--- config.mk ---
export PLATFORM = sky130hd
export DESIGN_NAME = reset_button_supervisor
export DESIGN_NICKNAME = d
export VERILOG_FILES = /design/src/rtl/core/rbs_pkg.sv /design/src/rtl/core/rbs_core.sv /design/src/rtl/core/rbs_out_skid.sv /design/src/rtl/core/reset_button_supervisor.sv
export SDC_FILE = /design/constraint.sdc
export NUM_CORES = 1
export LEC_CHECK = 0
export ABC_AREA = 1
export ABC_CLOCK_PERIOD_IN_PS = 6100
export BUFFER_PORTS_ARGS = -buffer_cell sky130_fd_sc_hd__buf_2
export CORE_MARGIN = 2
export CORE_UTILIZATION = 65
export CTS_CLUSTER_DIAMETER = 40
export DETAILED_ROUTE_END_ITERATION = 8
export HOLD_SLACK_MARGIN = 0.1
export PLACE_DENSITY = 0.8
export SLEW_MARGIN = 20
export SYNTH_ARGS = -nofsm -noshare
export SYNTH_HDL_FRONTEND = slang
export SYNTH_SLANG_ARGS = --single-unit
export TNS_END_PERCENT = 20
--- constraint.sdc ---
create_clock -name aclk -period 6.1 [get_ports aclk]
set_clock_uncertainty 0.2 [all_clocks]
set_input_delay 0.915 -clock aclk [delete_from_list [all_inputs] [get_ports aclk]]
set_output_delay 0.915 -clock aclk [all_outputs]
set_load 0.01 [all_outputs]
--- src/rtl/core/rbs_pkg.sv ---
`default_nettype none

package rbs_pkg;

    localparam int TIMEOUT_W  = 8;
    localparam int RATE_W     = 16;
    localparam int LIMIT_W    = 8;
    localparam int TICKS_W    = 24;
    localparam int COUNT_W    = 8;
    localparam int CFG_DATA_W = 16;
    localparam int CFG_IDX_W  = 2;

    localparam logic [TIMEOUT_W-1:0] TIMEOUT_RST = 8'd3;
    localparam logic [RATE_W-1:0]    RATE_RST    = 16'd100;
    localparam logic [LIMIT_W-1:0]   LIMIT_RST   = 8'd10;

    // configuration register indexes
    localparam logic [CFG_IDX_W-1:0] CFG_TIMEOUT = 2'd0;
    localparam logic [CFG_IDX_W-1:0] CFG_RATE    = 2'd1;
    localparam logic [CFG_IDX_W-1:0] CFG_LIMIT   = 2'd2;

    localparam logic OP_TICK   = 1'b0;
    localparam logic OP_BUTTON = 1'b1;

    typedef enum logic [1:0] {
        MODE_IDLE      = 2'd0,
        MODE_PENDING   = 2'd1,
        MODE_EMERGENCY = 2'd2
    } mode_t;

    typedef struct packed {
        logic [COUNT_W-1:0] push_count;
        mode_t              mode;
        logic               cancelled;
        logic               emergency_restart;
        logic               normal_restart;
    } result_t;

    localparam int RESULT_W = $bits(result_t);
    localparam int TDATA_W  = ((RESULT_W + 7) / 8) * 8;

endpackage

`default_nettype wire

--- src/rtl/core/rbs_core.sv ---
`default_nettype none

module rbs_core (
    input  wire logic                            aclk,
    input  wire logic                            aresetn,
    input  wire logic                            cfg_wr_en,
    input  wire logic [rbs_pkg::CFG_IDX_W-1:0]  cfg_index,
    input  wire logic [rbs_pkg::CFG_DATA_W-1:0] cfg_data,
    input  wire logic                            item_accept,
    input  wire logic                            item_op,
    input  wire logic                            item_released,
    output rbs_pkg::result_t                     item_result
);
    import rbs_pkg::*;

    logic [TIMEOUT_W-1:0] timeout_reg;
    logic [RATE_W-1:0]    rate_reg;
    logic [LIMIT_W-1:0]   limit_reg;
    logic [TICKS_W-1:0]   deadline_reg, deadline_next;

    mode_t              mode_reg, mode_next;
    logic [TICKS_W-1:0] elapsed_reg, elapsed_next;
    logic               armed_reg, armed_next;
    logic [COUNT_W-1:0] pushes_reg, pushes_next;
    logic [TICKS_W-1:0] elapsed_inc;
    logic               normal, emerg, canc;

    // recompute the deadline with the new value so it is ready at once
    always_comb begin
        deadline_next = deadline_reg;
        if (cfg_index == CFG_TIMEOUT) begin
            deadline_next = TICKS_W'(cfg_data[TIMEOUT_W-1:0]) * TICKS_W'(rate_reg);
        end else if (cfg_index == CFG_RATE) begin
            deadline_next = TICKS_W'(timeout_reg) * TICKS_W'(cfg_data[RATE_W-1:0]);
        end
    end

    always_ff @(posedge aclk) begin
        if (!aresetn) begin
            timeout_reg  <= TIMEOUT_RST;
            rate_reg     <= RATE_RST;
            limit_reg    <= LIMIT_RST;
            deadline_reg <= TICKS_W'(TIMEOUT_RST) * TICKS_W'(RATE_RST);
        end else if (cfg_wr_en) begin
            deadline_reg <= deadline_next;
            unique case (cfg_index)
                CFG_TIMEOUT: timeout_reg <= cfg_data[TIMEOUT_W-1:0];
                CFG_RATE:    rate_reg    <= cfg_data[RATE_W-1:0];
                CFG_LIMIT:   limit_reg   <= cfg_data[LIMIT_W-1:0];
                default: ;
            endcase
        end
    end

    // saturate the tick count at its full range
    assign elapsed_inc = (elapsed_reg != '1) ? elapsed_reg + TICKS_W'(1) : elapsed_reg;

    always_comb begin
        mode_next    = mode_reg;
        elapsed_next = elapsed_reg;
        armed_next   = armed_reg;
        pushes_next  = pushes_reg;
        normal       = 1'b0;
        emerg        = 1'b0;
        canc         = 1'b0;
        if (item_op == OP_TICK) begin
            if (armed_reg) begin
                elapsed_next = elapsed_inc;
                if (elapsed_inc >= deadline_reg) begin
                    normal     = 1'b1;
                    armed_next = 1'b0;
                end
            end
        end else if (!item_released) begin
            unique case (mode_reg)
                MODE_IDLE: begin
                    mode_next    = MODE_PENDING;
                    elapsed_next = '0;
                    armed_next   = 1'b1;
                end
                MODE_PENDING: begin
                    armed_next = 1'b0;
                    if (armed_reg && elapsed_reg < deadline_reg) begin
                        mode_next = MODE_IDLE;
                        canc      = 1'b1;
                    end else begin
                        mode_next   = MODE_EMERGENCY;
                        pushes_next = '0;
                    end
                end
                MODE_EMERGENCY: begin
                    if (pushes_reg < limit_reg) begin
                        pushes_next = pushes_reg + COUNT_W'(1);
                    end
                    emerg = (pushes_next >= limit_reg);
                end
                default: ;
            endcase
        end
    end

    always_ff @(posedge aclk) begin
        if (!aresetn) begin
            mode_reg    <= MODE_IDLE;
            elapsed_reg <= '0;
            armed_reg   <= 1'b0;
            pushes_reg  <= '0;
        end else if (item_accept) begin
            mode_reg    <= mode_next;
            elapsed_reg <= elapsed_next;
            armed_reg   <= armed_next;
            pushes_reg  <= pushes_next;
        end
    end

    assign item_result.normal_restart    = normal;
    assign item_result.emergency_restart = emerg;
    assign item_result.cancelled         = canc;
    assign item_result.mode              = mode_next;
    assign item_result.push_count        = pushes_next;

`ifndef NO_ASSERTIONS
    a_armed_pending: assert property (@(posedge aclk) disable iff (!aresetn)
        armed_reg |-> mode_reg == MODE_PENDING)
        else $error("countdown running outside pending mode");
    a_normal_disarms: assert property (@(posedge aclk) disable iff (!aresetn)
        item_accept && normal |=> !armed_reg)
        else $error("countdown still running after normal restart");
    a_cancel_idle: assert property (@(posedge aclk) disable iff (!aresetn)
        item_accept && canc |=> mode_reg == MODE_IDLE && !armed_reg)
        else $error("cancel did not return to idle");
`endif

endmodule

`default_nettype wire

--- src/rtl/core/rbs_out_skid.sv ---
`default_nettype none

module rbs_out_skid (
    input  wire logic             aclk,
    input  wire logic             aresetn,
    input  wire logic             in_valid,
    output logic                  in_ready,
    input  wire rbs_pkg::result_t in_data,
    output logic                  out_valid,
    input  wire logic             out_ready,
    output rbs_pkg::result_t      out_data
);
    import rbs_pkg::*;

    logic    main_valid_reg;
    logic    skid_valid_reg;
    result_t main_data_reg;
    result_t skid_data_reg;

    assign in_ready  = !skid_valid_reg;
    assign out_valid = main_valid_reg;
    assign out_data  = main_data_reg;

    always_ff @(posedge aclk) begin
        if (!aresetn) begin
            main_valid_reg <= 1'b0;
            skid_valid_reg <= 1'b0;
        end else if (out_ready || !main_valid_reg) begin
            if (skid_valid_reg) begin
                main_valid_reg <= 1'b1;
                skid_valid_reg <= 1'b0;
            end else begin
                main_valid_reg <= in_valid;
            end
        end else if (in_valid && in_ready) begin
            // output stalled: hold the transfer in the skid stage
            skid_valid_reg <= 1'b1;
        end
    end

    always_ff @(posedge aclk) begin
        if (out_ready || !main_valid_reg) begin
            main_data_reg <= skid_valid_reg ? skid_data_reg : in_data;
        end else if (in_valid && in_ready) begin
            skid_data_reg <= in_data;
        end
    end

`ifndef NO_ASSERTIONS
    a_skid_behind_main: assert property (@(posedge aclk) disable iff (!aresetn)
        skid_valid_reg |-> main_valid_reg)
        else $error("skid stage filled while output stage empty");
    a_stall_to_skid: assert property (@(posedge aclk) disable iff (!aresetn)
        in_valid && in_ready && main_valid_reg && !out_ready |=> skid_valid_reg)
        else $error("transfer lost during output stall");
    a_skid_drains: assert property (@(posedge aclk) disable iff (!aresetn)
        skid_valid_reg && out_ready |=> main_valid_reg && !skid_valid_reg)
        else $error("skid stage did not drain");
`endif

endmodule

`default_nettype wire

--- src/rtl/core/reset_button_supervisor.sv ---
// Reset push-button supervisor.
// Input stream: one transfer per tick or button event. s_tuser carries the
// operation (0 tick, 1 button), s_tdata[0] the raw switch bit (1 released).
// Result stream: one result per input transfer on m_tdata. While m_tready is
// high, each is valid the cycle after its input is taken, one item per cycle;
// the state update and the result are formed in a single pass from the
// current state, and the countdown deadline is a registered product of the
// two timing registers, so the tick path holds only an add and a compare.
// Configuration: cfg_wr_en, cfg_index, cfg_data write one register per
// cycle (0 timeout seconds, 1 ticks per second, 2 emergency push limit);
// write only while no results are outstanding.
// Reset (aresetn low, synchronous) returns to idle with the countdown
// stopped, the push count cleared and the registers at 3, 100 and 10.
// When the receiver stalls, the output register holds its result and a
// skid stage takes one more transfer; s_tready then falls until it drains.
`default_nettype none

module reset_button_supervisor (
    input  wire logic                            aclk,
    input  wire logic                            aresetn,
    input  wire logic                            cfg_wr_en,
    input  wire logic [rbs_pkg::CFG_IDX_W-1:0]  cfg_index,
    input  wire logic [rbs_pkg::CFG_DATA_W-1:0] cfg_data,
    input  wire logic                            s_tvalid,
    output logic                                 s_tready,
    input  wire logic [7:0]                      s_tdata,  // [0] switch_released
    input  wire logic                            s_tuser,  // [0] operation
    output logic                                 m_tvalid,
    input  wire logic                            m_tready,
    // [0] normal_restart, [1] emergency_restart, [2] cancelled, [4:3] mode,
    // [12:5] push_count
    output logic [rbs_pkg::TDATA_W-1:0]          m_tdata
);
    import rbs_pkg::*;

    logic    accept;
    result_t core_result;
    result_t out_result;

    assign accept = s_tvalid && s_tready;

    rbs_core u_core (
        .aclk          (aclk),
        .aresetn       (aresetn),
        .cfg_wr_en     (cfg_wr_en),
        .cfg_index     (cfg_index),
        .cfg_data      (cfg_data),
        .item_accept   (accept),
        .item_op       (s_tuser),
        .item_released (s_tdata[0]),
        .item_result   (core_result)
    );

    rbs_out_skid u_out (
        .aclk      (aclk),
        .aresetn   (aresetn),
        .in_valid  (s_tvalid),
        .in_ready  (s_tready),
        .in_data   (core_result),
        .out_valid (m_tvalid),
        .out_ready (m_tready),
        .out_data  (out_result)
    );

    assign m_tdata = TDATA_W'(out_result);

endmodule

`default_nettype wire
# Word level (Yosys, flattened, before mapping)
# Index checks and enable logic that the tools add are counted.
[totals]
regBits = 119
latchBits = 0
ram_bits = 0
romBits = 0
in_bits = 32
out_inout_bits = 18
elab_cells = 91
mem_count = 0
[classes]
add_sub_neg = 2
multipliers = 2
n_div = 0
order_cmp = 4
eq_ne = 8
shifts = 0
mux = 36
bitwise_logic = 2
reduce_logical = 17
[ops]
columns = ["operator", "n"]
rows = [
  ["$mux 24", 7],
  ["$mux 8", 7],
  ["$mul 8x16->24", 2],
  ["$add 24x1->24 const B", 1],
  ["$ge 24x24->1", 1],
  ["$lt 24x24->1", 1],
  ["$ne 24x24->1 const B", 1],
  ["$pmux 8 s2", 1],
  ["$mux 1", 15],
  ["$mux 13", 1],
  ["$reduce_and 2->1", 5],
  ["$add 8x1->8 const B", 1],
  ["$ge 8x8->1", 1],
  ["$lt 8x8->1", 1],
  ["$mux 2", 3],
  ["$eq 2x1->1 const B", 2],
  ["$eq 2x2->1 const B", 2],
  ["$logic_not 2->1", 2],
  ["$pmux 2 s2", 1],
  ["$reduce_and 4->1", 1],
  ["$reduce_bool 2->1", 2],
  ["$ne 3x1->1 const B", 1],
  ["$reduce_and 3->1", 1],
  ["$logic_and 1x1->1", 2],
  ["7 further kinds", 9],
]

# Depth between registers and ports, before layout
# Gate-level depths: netlist of the first run.
[logic_depth]
ltp_word = 10
ltp_mapped = 26

# Hierarchy
# A second synthesis of the first run with hierarchy kept.
[hier_totals]
cells_unflattened = 2556
area_unflattened_um2 = 16779.8
[by_module_without_submodules]
columns = ["mod", "n_inst", "cells_each", "area_each_um2"]
rows = [
  ["rbs_core", 1, 2471, 15720.1],
  ["rbs_out_skid", 1, 79, 1026.0],
  ["reset_button_supervisor", 1, 6, 33.8],
]

# Least setup slack after synthesis of the first run
# OpenSTA, ideal clock, no wires.
[synth_timing]
path_type = "input port to flip-flop"
from = "input cfg_data[6] (netlist name)"
to = "register u_core.deadline_reg[18]"
setup_ps = 109
t_arrival_ps = 4890
t_required_ps = 5791
path_slack_ps = 901
stages = 21
n_path_buf = 2
cell_sequence = "clkbuf_1 -> clkbuf_1 -> nand2_1 -> inv_1 -> fa_1 -> fa_1 -> fa_1 -> inv_1 -> fa_1 -> inv_1 -> ha_1 -> nand2_1 -> inv_1 -> a21oi_1 -> inv_1 -> a21oi_1 -> nand3_1 -> nand3_1 -> nand3_1 -> nand2_1 -> inv_1"
[synth_between]
elab_chain_len = 3
word_cells_on_any_way = 4
[synth_rtl]
columns = ["item", "line_no", "text"]
rows = [
  ["start, declared", "reset_button_supervisor.sv:23", "input wire logic [rbs_pkg::CFG_DATA_W-1:0] cfg_data,"],
  ["$mul 8x16->24", "rbs_core.sv:34", "deadline_next = TICKS_W'(timeout_reg) * TICKS_W'(cfg_data[RATE_W-1:0]);"],
  ["$mux 24", "rbs_core.sv:33", "end else if (cfg_index == CFG_RATE) begin"],
  ["$mux 24 (*)", "rbs_core.sv:31", "if (cfg_index == CFG_TIMEOUT) begin"],
  ["end signal, assigned", "rbs_core.sv:43", "deadline_reg <= TICKS_W'(TIMEOUT_RST) * TICKS_W'(RATE_RST);"],
  ["end signal, assigned", "rbs_core.sv:45", "deadline_reg <= deadline_next;"],
  ["end, declared", "rbs_core.sv:19", "logic [TICKS_W-1:0] deadline_reg, deadline_next;"],
]
# Every way passes the cells marked *; elsewhere a longest branch is shown, timed or not. The select of a mux whose other input is x is not followed.
# A chain may end at the register's enable or synchronous reset.

# Final worst setup path of the first run
[layout_timing]
from = "input cfg_data[4] (netlist name)"
to = "register u_core.deadline_reg[17]"
# The elaborated chain is that of the path after synthesis.

==> results of run 1 <==
==> worst paths after layout <==
kind / depth (start not counted) / slack, ns / startpoint / endpoint
hold reg to reg: 2 / 0.29 / u_core.deadline_reg[8]$_SDFFE_PN1P_ / u_core.deadline_reg[8]$_SDFFE_PN1P_
setup / recovery: 21 / 0.84 / cfg_data[4] / u_core.deadline_reg[17]$_SDFFE_PN0P_
setup reg to reg: 20 / 0.95 / u_core.timeout_reg[7]$_SDFFE_PN0P_ / u_core.deadline_reg[19]$_SDFFE_PN0P_
hold / removal: 2 / 0.29 / u_core.deadline_reg[8]$_SDFFE_PN1P_ / u_core.deadline_reg[8]$_SDFFE_PN1P_
==> cell type report <==
| type | count | area, µm² |
|---|---|---|
| well taps | 330 | 413 |
| inverters | 660 | 2480 |
| fillers | 2139 | 7620 |
| multi-input cells | 1657 | 11200 |
| repair buffers | 52 | 300 |
| clock inverters | 11 | 109 |
| flip-flops and latches | 119 | 2640 |
| clock buffers | 21 | 482 |
==> metrics by stage <==
stage / instances / total power [mW]
3_3_place_gp: 2817 / 2.68
5_1_grt: 2850 / 4.11
3_5_place_dp: 2817 / 2.74
2_1_floorplan: 2535 / 2.28
6_report: 2850 / 3.81
4_1_cts: 2849 / 3.79
==> cell usage in the layout, fill, tap and decap left out, drive strengths merged, types with 6 or more instances in the layout <==
master	synthesis	layout
clkinv	3	6
nand3	123	123
o21ai	52	52
a21oi	115	115
nand4	25	25
nand2	783	783
inv	657	662
clkbuf	83	21
nor2	142	142
xnor2	10	10
o211ai	8	8
xor2	21	21
dfxtp	93	93
ha	155	155
nor3	14	14
buf	16	52
fa	168	168
edfxtp	26	26
nand3b	18	18
==> logic make-up (layout without fill, tap and decap cells) <==
| kind of cell | after synthesis | after routing | share of synthesized area [%] |
|---|---|---|---|
| and+or+nand+nor | 1112 | 1112 | 27.6 |
| AOI/OAI and AO/OA | 188 | 188 | 6.05 |
| other | 1 | 3 | 0.0224 |
| buffers and inverters | 759 | 744 | 17.2 |
| xor gates and xnor gates | 31 | 31 | 1.62 |
| adders and majority gates | 323 | 323 | 31.7 |
| DFF | 119 | 119 | 15.8 |
==> metal layers <==
layer	up-vias	GRT usage [%]
li1	7429	-
met1	7127	41.9
met2	596	57.6
met3	91	4.72
met4	0	10.2
met5	-	0
==> synth_stat cells (3+ instances only) <==
cell      instances  area (µm²)
clkinv_1          3        11.3
nor3_1           11        55.1
o21ai_0          51         255
a21oi_1         115         576
or2_2             3        18.8
nand3_1         122         611
dfxtp_1          93        1860
nand2_1         763        2860
o21a_1            3        22.5
nand3b_1         18         135
inv_1           653        2450
xor2_1           21         184
fa_1            168        3360
buf_4             4        30.0
nor2_1          138         518
nand4_1          24         150
nand2_2          19         119
buf_2             3        15.0
xnor2_1          10        87.6
ha_1            155        1940
o211ai_1          8        60.1
buf_1             7        26.3
inv_2             4        15.0
clkbuf_1         83         312
nor2_2            3        18.8
edfxtp_1         26         781
==> power by group <==
group | leakage (nW) | switching, mW | internal (mW)
sequential | 1.03 | 0.0516 | 0.851
clock | 0.287 | 0.428 | 0.613
combinational | 9.75 | 1.22 | 0.645
total | 11.1 | 1.70 | 2.11
==> worst max-delay path: stages <==
cell	delay, ns
buf_2	0.53
nand2_1	0.14
inv_1	0.12
fa_1	0.44
fa_1	0.51
fa_1	0.51
inv_1	0.05
fa_1	0.48
inv_1	0.05
ha_1	0.34
nand2_1	0.15
inv_1	0.05
a21oi_1	0.28
nor2_1	0.07
nor2_1	0.13
nand2_1	0.07
nand2_1	0.06
nand3_1	0.16
nand3_1	0.23
nand2_1	0.07
inv_1	0.06
==> metrics, run 1 <==
DPL Wire Length=33000 µm; Pwr per Cell Area=216 nW/µm²; vias=15200; Area Overhead vs Synth=5.42%; cts hold-fix bufs=0; RSZ-0062 raised after global routing=no; cts repair resizes=0; Initial Util=66.2%; setup tns final=0 ns; # DRC=0; Netlist cell types=47; CTS tree=yes; Slew HR=25.1%; final antenna-violating net count=0; Placer Congestion=0.935; Tcrit/Tclk final=86.2%; Max Cap Violations=0; ys flop type=dfxtp_1; first-pass GRT wire length=70900 µm; HP Class=flop to flop; Clock Latency Late Sink=0.43 ns; Avg WL per Cell=14.9 µm; fraction of layout cells with a size suffix above 1=4.80%; CTS root buf=clkbuf_16; initial DRC count=1363; endpoints failing setup=0; Req. time, crit path=6.27 ns; ANT cells=0; launching element type of the critical path=primary input; asr flop ratio synth=0%; Die Ht=164 µm; grt ovf=0; area post-placement=17000 µm²; #FFs+latches synth=119; number of placement rows=58; largest net degree at the start of global routing=43; top routing layer in use=met4; Fin. Hold Viols=0; met3 wire length=3220 µm; worst slew pin tran=1.12 ns; post-DR vias/cell=5.35; routed metal-1 wirelength=17400 µm; postcts setup bufs=0; H-tree levels=4; DR WL met2=20800 µm; EDFF count, synth=26; core area=25300 µm²; Max Fanout on Critical Path=27; Mapped Cells=2533; GRT Overall Usage=32.8%; Ys Warns=0; WL final=42400 µm; kind of critical path=primary input to flop; initial antenna violation count=0; clk buf depth=2; Final nets=2862; CTS buffer count=17; vias in the first global route=15100; Port Buffers=39; maximum vdd drop=0.000214 V; CTS sink cnt=119; PnR worst setup slack=0.843 ns; design area=17600 µm²; I/O Pins=50; fin crit period=5.26 ns; P_leak=11.1 nW; Critical Path Sink Type=flop; cell area after synthesis=16700 µm²; Arrival @ worst endpoint=5.43 ns; run status=finished, final reports clean; syn avg cell area=6.60 µm²; Die Span X=164 µm; hold slack=0.292 ns; DRT Pass-1 Iters=7; Die ar.=27000 µm²; Setup WS pre-CTS=0.458 ns; Final Util=69.8%; Seq/Total Area, Yosys=15.8%; clock slew seen by the registers of the worst setup and hold paths=0.06 ns; Max Fclk=190 MHz; max-slew violation count=0
Note: power is estimated with default switching activity, not from simulation.
==> run 2: changes to the inputs <==
--- a/config.mk
+++ b/config.mk
@@ -13,7 +13,7 @@
 export CTS_CLUSTER_DIAMETER = 40
 export DETAILED_ROUTE_END_ITERATION = 8
 export HOLD_SLACK_MARGIN = 0.1
-export PLACE_DENSITY = 0.8
+export PLACE_DENSITY = 0.83
 export SLEW_MARGIN = 20
 export SYNTH_ARGS = -nofsm -noshare
 export SYNTH_HDL_FRONTEND = slang
==> constraint.sdc (replaced) <==
create_clock -name aclk -period 6.1 [get_ports aclk]
set_clock_uncertainty 0.2 [all_clocks]
set_input_delay 1.525 -clock aclk [delete_from_list [all_inputs] [get_ports aclk]]
set_output_delay 1.525 -clock aclk [all_outputs]
set_load 0.01 [all_outputs]
==> metrics, run 2 (synthesized netlist as in run 1, its figures left out) <==
run status=finished, final reports clean; vias=15500 (+1.4%); routed metal-1 wirelength=16800 µm (-3.2%); CTS root buf=clkbuf_16; Sw Ratio=43.6% (-0.96 points); first-pass GRT wire length=71000 µm (+0.13%); Die Ht=164 µm (unchanged); Req. time, crit path=6.23 ns (-0.04 ns); Max Fclk=173 MHz (-8.9%); # DRC=0 (unchanged); Final nets=2872 (+0.35%); Fin. Hold Viols=0 (unchanged); Logic pwr share=47.9% (-1.1 points); Placer Congestion=0.970 (+3.7%); Clock Latency Late Sink=0.44 ns (about the same); WL final=41900 µm (-1.2%); initial antenna violation count=1 (+1); post-DR vias/cell=5.40 (+1.0%); cts hold-fix bufs=0 (unchanged); DRT Pass-1 Iters=6 (-1); Tcrit/Tclk final=94.6% (+8.4 points); endpoints failing setup=0 (unchanged); commonest non-fill, non-tap cells in the layout=nand2_1, inv_1, fa_1; DR WL met2=19900 µm (-4.4%); clk buf depth=2 (unchanged); Arrival @ worst endpoint=5.90 ns (+0.47 ns); CTS sink cnt=119 (unchanged); vias in the first global route=15300 (+2.0%); H-tree levels=4 (unchanged); P_leak=11.1 nW (+0.72%); Max Fanout on Critical Path=21 (-22%); DPL Wire Length=32500 µm (-1.5%); Initial Util=66.2% (unchanged); initial DRC count=1327 (-2.6%); Slew HR=28.6% (+3.5 points); clock share of power=28.9% (+1.6 points); number of placement rows=58 (unchanged); postcts setup bufs=0 (unchanged); Critical Path Sink Type=flop; maximum vdd drop=0.000183 V (-15%); Max Cap Violations=0 (unchanged); grt ovf=0 (unchanged); design area=17800 µm² (+0.86%); launching element type of the critical path=primary input; RSZ-0062 raised after global routing=no; clock slew seen by the registers of the worst setup and hold paths=0.06 ns (about the same); largest net degree at the start of global routing=45 (+4.7%); Int Power=2.19 mW (+4.0%); final antenna-violating net count=0 (unchanged); fraction of layout cells with a size suffix above 1=5.22% (+0.42 points); Die ar.=27000 µm² (unchanged); area post-placement=17100 µm² (+0.68%); CTS buffer count=17 (unchanged); Pwr per Cell Area=219 nW/µm² (+1.4%); top routing layer in use=met4; max-slew violation count=0 (unchanged); cts repair resizes=0 (unchanged); worst slew pin tran=1.07 ns (-0.0558 ns); met3 wire length=3080 µm (-4.3%); Avg WL per Cell=14.6 µm (-1.6%); Overall Power=3.89 mW (+2.3%); HP Class=flop to flop; Reg power frac=23.2% (-0.5 points); Area Overhead vs Synth=6.32%; Port Buffers=39 (unchanged); Switch Pwr=1.70 mW (about the same); most common cell after layout, fill and taps aside=nand2_1; fin crit period=5.77 ns (+0.513 ns); kind of critical path=primary input to flop; setup tns final=0 ns (unchanged); Die Span X=164 µm (unchanged); core area=25300 µm² (unchanged); I/O Pins=50 (unchanged); GRT Overall Usage=32.6% (-0.22 points); CTS tree=yes
[run 2: changes by cell type in the layout (fill, tap and decap cells not counted), sizes merged]
| cell | delta |
|---|---|
| inv | +2 |
| diode | +1 |
| clkbuf | -4 |
| buf | +10 |
| bufinv | +3 |
| clkinv | -1 |
[run 2: routing by layer]
layer	GRT usage (%)	up-vias
li1	-	7449
met1	39.6	7193
met2	56.4	676
met3	4.57	141
met4	17.0	0
met5	0	-
[run 2: layout make-up]
class                   count  area, µm²
fillers                  2091       7470
flip-flops and latches    119       2640
repair buffers             62        393
multi-input cells        1657      11200
diodes                      1       2.50
clock inverters            15        213
clock buffers              17        425
well taps                 330        413
inverters                 660       2480
[run 2: through the flow]
step / setup WS [ns] / hold WS, ns / util (%) / std cells
final: 0.330 / 0.287 / 70.4 / 2861
after global routing: 0.0658 / 0.328 / 70.4 / 2860
after CTS: 0.431 / 0.281 / 70.4 / 2860
after detailed placement: 0.0278 / 0.268 / 67.9 / 2828
after global placement: 0.0782 / 0.255 / 67.9 / 2828
after floorplan: 0.291 / 0.241 / - / 2535
[run 2: power groups by stage]
stage	clock [mW]	combinational, mW	sequential (mW)
floorplan	0	1.39	0.887
global placement	0	1.74	0.914
detailed placement	0	1.81	0.917
CTS	1.12	1.83	0.900
global route	1.16	2.13	0.908
finish	1.13	1.86	0.902
[run 2: critical path: stages]
cell and delay [ns]:
buf_2 0.45, buf_4 0.23, nand2_1 0.07, fa_1 0.48, fa_1 0.54, inv_1 0.05, fa_1 0.48, inv_1 0.05
fa_1 0.47, inv_1 0.04, ha_1 0.35, nand2_1 0.14, inv_1 0.05, nand2_1 0.06, nand2_1 0.09, a21oi_1 0.24
nand4_1 0.14, nand3_1 0.21, nand3_1 0.14, nand2_1 0.08, inv_1 0.03
[run 2: path summary, 6_finish.rpt]
kind | endpoint | startpoint | cells past startpoint | slack [ns]
max | u_core.deadline_reg[23]$_SDFFE_PN0P_ | cfg_data[4] | 21 | 0.33
min | u_core.deadline_reg[8]$_SDFFE_PN1P_ | u_core.deadline_reg[8]$_SDFFE_PN1P_ | 2 | 0.29
min reg2reg | u_core.deadline_reg[8]$_SDFFE_PN1P_ | u_core.deadline_reg[8]$_SDFFE_PN1P_ | 2 | 0.29
max reg2reg | u_core.deadline_reg[18]$_SDFFE_PN0P_ | u_core.timeout_reg[6]$_SDFFE_PN0P_ | 19 | 1.09
